### config.mk
export PLATFORM = sky130hd
export DESIGN_NAME = bis_csr
export DESIGN_NICKNAME = d
export VERILOG_FILES = /design/src/rtl/bis_pkg.sv /design/src/rtl/bis_csr.sv
export SDC_FILE = /design/constraint.sdc
export NUM_CORES = 1
export LEC_CHECK = 0
export BUFFER_PORTS_ARGS = -buffer_cell sky130_fd_sc_hd__buf_2
export CORE_MARGIN = 3
export CORE_UTILIZATION = 40
export DETAILED_ROUTE_END_ITERATION = 8
export GPL_TIMING_DRIVEN = 0
export HOLD_SLACK_MARGIN = 0.05
export PLACE_DENSITY = 0.82
export SLEW_MARGIN = 20
export SYNTH_ARGS = -nofsm -noshare
export SYNTH_HDL_FRONTEND = slang
export SYNTH_SLANG_ARGS = --single-unit
### constraint.sdc
create_clock -name clock -period 1.05 [get_ports clock]
set_clock_uncertainty 0.05 [all_clocks]
set_input_delay 0.21 -clock clock [delete_from_list [all_inputs] [get_ports clock]]
set_output_delay 0.21 -clock clock [all_outputs]
set_load 0.01 [all_outputs]
### src/rtl/bis_pkg.sv
// ---------------------------------------------------------------------------
// bis_pkg
// Shared types and constants of the bilinear image scaler.
// ---------------------------------------------------------------------------
package bis_pkg;

   localparam int CSR_ADDR_W = 4;
   localparam int CSR_DATA_W = 32;
   localparam int DIM_W      = 10;
   localparam int SCALE_W    = 24;
   localparam int COORD_W    = 9;
   localparam int PIXEL_W    = 8;
   localparam int FRAC_W     = 16;
   localparam int PROD_W     = COORD_W + SCALE_W;
   localparam int INT_W      = PROD_W - FRAC_W;
   localparam int WEIGHT_W   = FRAC_W + 1;
   localparam int ROW_W      = PIXEL_W + FRAC_W;
   localparam int ACC_W      = ROW_W + WEIGHT_W;

   localparam logic [WEIGHT_W-1:0] ONE_Q16 = WEIGHT_W'(65536);

   localparam logic [DIM_W-1:0]   SRC_WIDTH_RST  = DIM_W'(512);
   localparam logic [DIM_W-1:0]   SRC_HEIGHT_RST = DIM_W'(512);
   localparam logic [SCALE_W-1:0] INV_SCALE_RST  = SCALE_W'(43691);

   localparam logic [1:0] REG_SRC_WIDTH  = 2'd0;
   localparam logic [1:0] REG_SRC_HEIGHT = 2'd1;
   localparam logic [1:0] REG_INV_SCALE  = 2'd2;

   localparam logic OP_LOAD    = 1'b0;
   localparam logic OP_COMPUTE = 1'b1;

   typedef struct packed {
      logic [DIM_W-1:0]   src_width;
      logic [DIM_W-1:0]   src_height;
      logic [SCALE_W-1:0] inv_scale;
   } cfg_type;

   typedef enum logic [2:0] {
      ST_IDLE,
      ST_MAP,
      ST_RD0,
      ST_RD1,
      ST_RD2,
      ST_RD3,
      ST_MIX0,
      ST_MIX1
   } state_type;

endpackage

### src/rtl/bis_csr.sv
// ---------------------------------------------------------------------------
// bis_csr
// APB register file: source width, source height and inverse scale.
// ---------------------------------------------------------------------------
module bis_csr
   import bis_pkg::*;
(
   input  logic                  clock,
   input  logic                  reset,
   input  logic                  psel,
   input  logic                  penable,
   input  logic                  pwrite,
   input  logic [CSR_ADDR_W-1:0] paddr,
   input  logic [CSR_DATA_W-1:0] pwdata,
   output logic [CSR_DATA_W-1:0] prdata,
   output logic                  pready,
   output cfg_type               cfg
);

   cfg_type    cfg_ff;
   cfg_type    cfg_in;
   logic [1:0] reg_index;
   logic       wr_transfer;

   assign reg_index   = paddr[3:2];
   assign wr_transfer = psel && penable && pwrite;
   assign pready      = 1'b1;

   always_comb begin
      cfg_in = cfg_ff;
      if (wr_transfer) begin
         case (reg_index)
            REG_SRC_WIDTH: begin
               cfg_in.src_width = pwdata[DIM_W-1:0];
            end
            REG_SRC_HEIGHT: begin
               cfg_in.src_height = pwdata[DIM_W-1:0];
            end
            REG_INV_SCALE: begin
               cfg_in.inv_scale = pwdata[SCALE_W-1:0];
            end
            default: begin
               cfg_in = cfg_ff;
            end
         endcase
      end
   end

   always_comb begin
      case (reg_index)
         REG_SRC_WIDTH:  prdata = CSR_DATA_W'(cfg_ff.src_width);
         REG_SRC_HEIGHT: prdata = CSR_DATA_W'(cfg_ff.src_height);
         REG_INV_SCALE:  prdata = CSR_DATA_W'(cfg_ff.inv_scale);
         default:        prdata = '0;
      endcase
   end

   always_ff @(posedge clock) begin
      if (reset) begin
         cfg_ff.src_width  <= SRC_WIDTH_RST;
         cfg_ff.src_height <= SRC_HEIGHT_RST;
         cfg_ff.inv_scale  <= INV_SCALE_RST;
      end else begin
         cfg_ff <= cfg_in;
      end
   end

   assign cfg = cfg_ff;

endmodule

==> key figures <==
Worst setup path
  • CP Data Arrival Time: roughly 1.0 ns
  • Largest stage delay on the critical path: 0.33 ns
  • Kind of start point of the critical path: flip-flop
  • Required @ worst endpoint: 0.79 ns
  • Worst path top cell family by delay: flip-flops
  • Total buffers and inverters traversed by the critical path: 1
  • Category of the most critical setup path: flip-flop to primary output
  • Worst Path Max Fanout: 2
  • Cell chain of the critical path: mux2i_1 > o21ai_1 > buf_2
  • Critical Path Sink Type: primary output
  • Cell with the largest stage delay on the worst path: sky130_fd_sc_hd__dfxtp_2

Floorplan
  • Area enclosed by the die boundary: approximately 6400 sq um
  • IO Count: 118
  • Die height: approximately 80 um
  • Core outline area: 5200 sq um
  • Starting density of the core: 0.423
  • Die X: 80.2 um
  • Number of rows in the core area: 26

Detailed routing
  • Average routed wire per standard cell: between 15 and 20 um
  • Total DRC errors in the routed layout: 0
  • Vias: 2153
  • Post-Route WL: 7.13 mm
  • Vias per cell: 4.82
  • Violation count after the first detailed-routing iteration: 69
  • Total iterations of the first detailed-routing run: 4
  • Antenna viol nets, final: 0

Status
  • Violations in the final reports: negative setup slack
  • Status: finished, violations left

Global route
  • Global-route wire length before repair: 10.1 mm
  • Initial antenna violation count: 0
  • Largest net degree at the start of global routing: 13
  • Total global routing overflow: 0
  • Number of global-route vias before repair: around 2.1k
  • Total global-route track usage: 0.204

Synthesis
  • Number of synthesis warnings: 0
  • Sequential fraction of the synthesis area: 0.400
  • Average cell area after synthesis: 9.21 sq um
  • Gate Count Post-Synth: ~240
  • Number of flip-flops and latches in the synthesized netlist: 44
  • Post-Syn Area: between 2000 and 2500 sq um
  • Yosys cell types: 17

Cells and area
  • Diode count: 0
  • Highest-count cells in the layout ignoring fill and taps: 57 x sky130_fd_sc_hd__buf_6, 56 x sky130_fd_sc_hd__buf_2, 54 x sky130_fd_sc_hd__mux2i_1
  • Number of fillers in the final layout: 388
  • Final instance area: 3570 sq um
  • Growth of design area from synthesis to finish: 62.1%
  • Fraction of final layout cells sized beyond drive strength 1: 0.557
  • Non-filler cells in the finished layout: 447
  • Post-Route Utilization: 0.686
  • Max FFs per register: 44
  • Sequential cell area in the final layout: slightly above 900 sq um
  • Commonest non-fill, non-tap cell in the layout: sky130_fd_sc_hd__buf_6
  • Area of the multi-input gates: 1260 sq um
  • Final #Nets: around 420

Clocking
  • Number of CTS-inserted buffers: 5
  • H-tree depth reported by CTS: 2
  • TritonCTS clock tree: done
  • Max Root-Sink Buffers: 2
  • Insertion delay of the later-clocked pin in the worst-skew pair: between 0.2 and 0.3 ns
  • Hold-fix buffer count after cts: 0
  • Clock transition time at the flip-flop clock pins of the worst setup and hold paths: ~0.08 ns
  • Clock root buffer: sky130_fd_sc_hd__clkbuf_8
  • Sinks on Clock Net: between 40 and 50

Min path
  • Hold Path Class: input pin to flip-flop

Pwr
  • Peak supply drop: 509 uV
  • Power density normalized to cell area: 948 nW/um^2
  • Leakage power: 1.68 nW
  • Total Power: 3.38 mW

STA
  • Summed negative setup slack over all endpoints: -4.92 ns
  • Final number of setup-violating endpoints: 36
  • Count of final hold-check violations: 0
  • Final worst setup slack: -0.227 ns
  • Min Clock Period, post-route: about 1.3 ns
  • Fin. max-slew vios: 0
  • Period utilisation layout: 1.22
  • Achievable Freq: 0.783 GHz
  • Unrepaired setup endpoints after global routing: yes

Place
  • Standard cell area after detailed placement: 2820 sq um
  • Input/output buffers: 97
  • Final weighted congestion of routability-driven global placement: 0.735
  • Number of cells after detailed placement: 413
  • HPWL reported at the end of detailed placement: between 4 and 5 mm

Flow run
  • Max-cap check violation count: 0
==> worst min-delay path: cells and delay by family <==
family	cells	cell delay, ns
buf+inv	1	0.10
simple gates	1	0.06
mux	1	0.06
==> cells in the mapped netlist, drive strengths merged <==
| cell type | instances | share of area |
|---|---|---|
| and2 | 14 | 0.040 |
| and2b | 1 | 0.0034 |
| buf | 16 | 0.050 |
| clkbuf | 9 | 0.015 |
| conb | 2 | 0.0034 |
| dfxtp | 44 | 0.40 |
| mux2i | 54 | 0.25 |
| nand2 | 10 | 0.017 |
| nand2b | 53 | 0.15 |
| nand3 | 1 | 0.0023 |
| nand4 | 1 | 0.0028 |
| nor2 | 20 | 0.034 |
| nor2b | 1 | 0.0028 |
| nor3b | 2 | 0.0068 |
| o21ai | 10 | 0.023 |
| or3 | 1 | 0.0028 |
==> path summary, 6_finish.rpt <==
kind	to	cells past startpoint	start	slack [ns]
hold / removal	cfg[23]$_SDFFE_PP0P_	3	pwdata[23]	0.11
setup reg to reg	cfg[7]$_SDFFE_PP1P_	5	cfg[7]$_SDFFE_PP1P_	0.04
hold reg to reg	cfg[10]$_SDFFE_PP0P_	2	cfg[10]$_SDFFE_PP0P_	0.43
setup / recovery	prdata[5]	3	cfg[5]$_SDFFE_PP1P_	-0.23
==> metal layers <==
layer,wire length [um],GRT usage
met5,0,0
met4,61,0.0456
met3,413,0.0527
met2,3820,0.402
met1,2840,0.213
==> layout make-up <==
class | count | area share
well taps | 70 | 0.0245
multi-input cells | 177 | 0.352
flip-flops and latches | 44 | 0.262
repair buffers | 124 | 0.284
plain buffers | 25 | 0.0501
clock buffers | 7 | 0.0270
==> per-stage QoR <==
stage	worst slack (ns)	hold WS (ns)
4_1_cts	-0.236	0.0957
2_1_floorplan	-0.00885	0.315
6_report	-0.227	0.112
3_3_place_gp	-0.467	0.414
3_5_place_dp	-0.464	0.419
5_1_grt	-0.278	0.113
==> power breakdown <==
part,switching [mW],internal (mW)
clock network,0.564,0.587
logic,0.248,0.272
registers,0.0191,1.69
total,0.832,2.55
==> kinds of logic after synthesis <==
group                  after synthesis  synth area share
AO/OA/AOI/OAI                       10            0.0227
buffers and inverters               25            0.0654
flip-flops                          44             0.400
multiplexers                        54             0.246
other                                2           0.00341
AND/OR/NAND/NOR                    104             0.263
==> what timing repair did <==
item,4_1_cts,5_1_grt
endpoints found under the hold margin,0,0
resized for setup,84,59
endpoints found under the setup margin,64,75
cloned,1,1
pin swaps,10,5
setup buffers,17,12
Note: power is estimated with default switching activity, not from simulation.
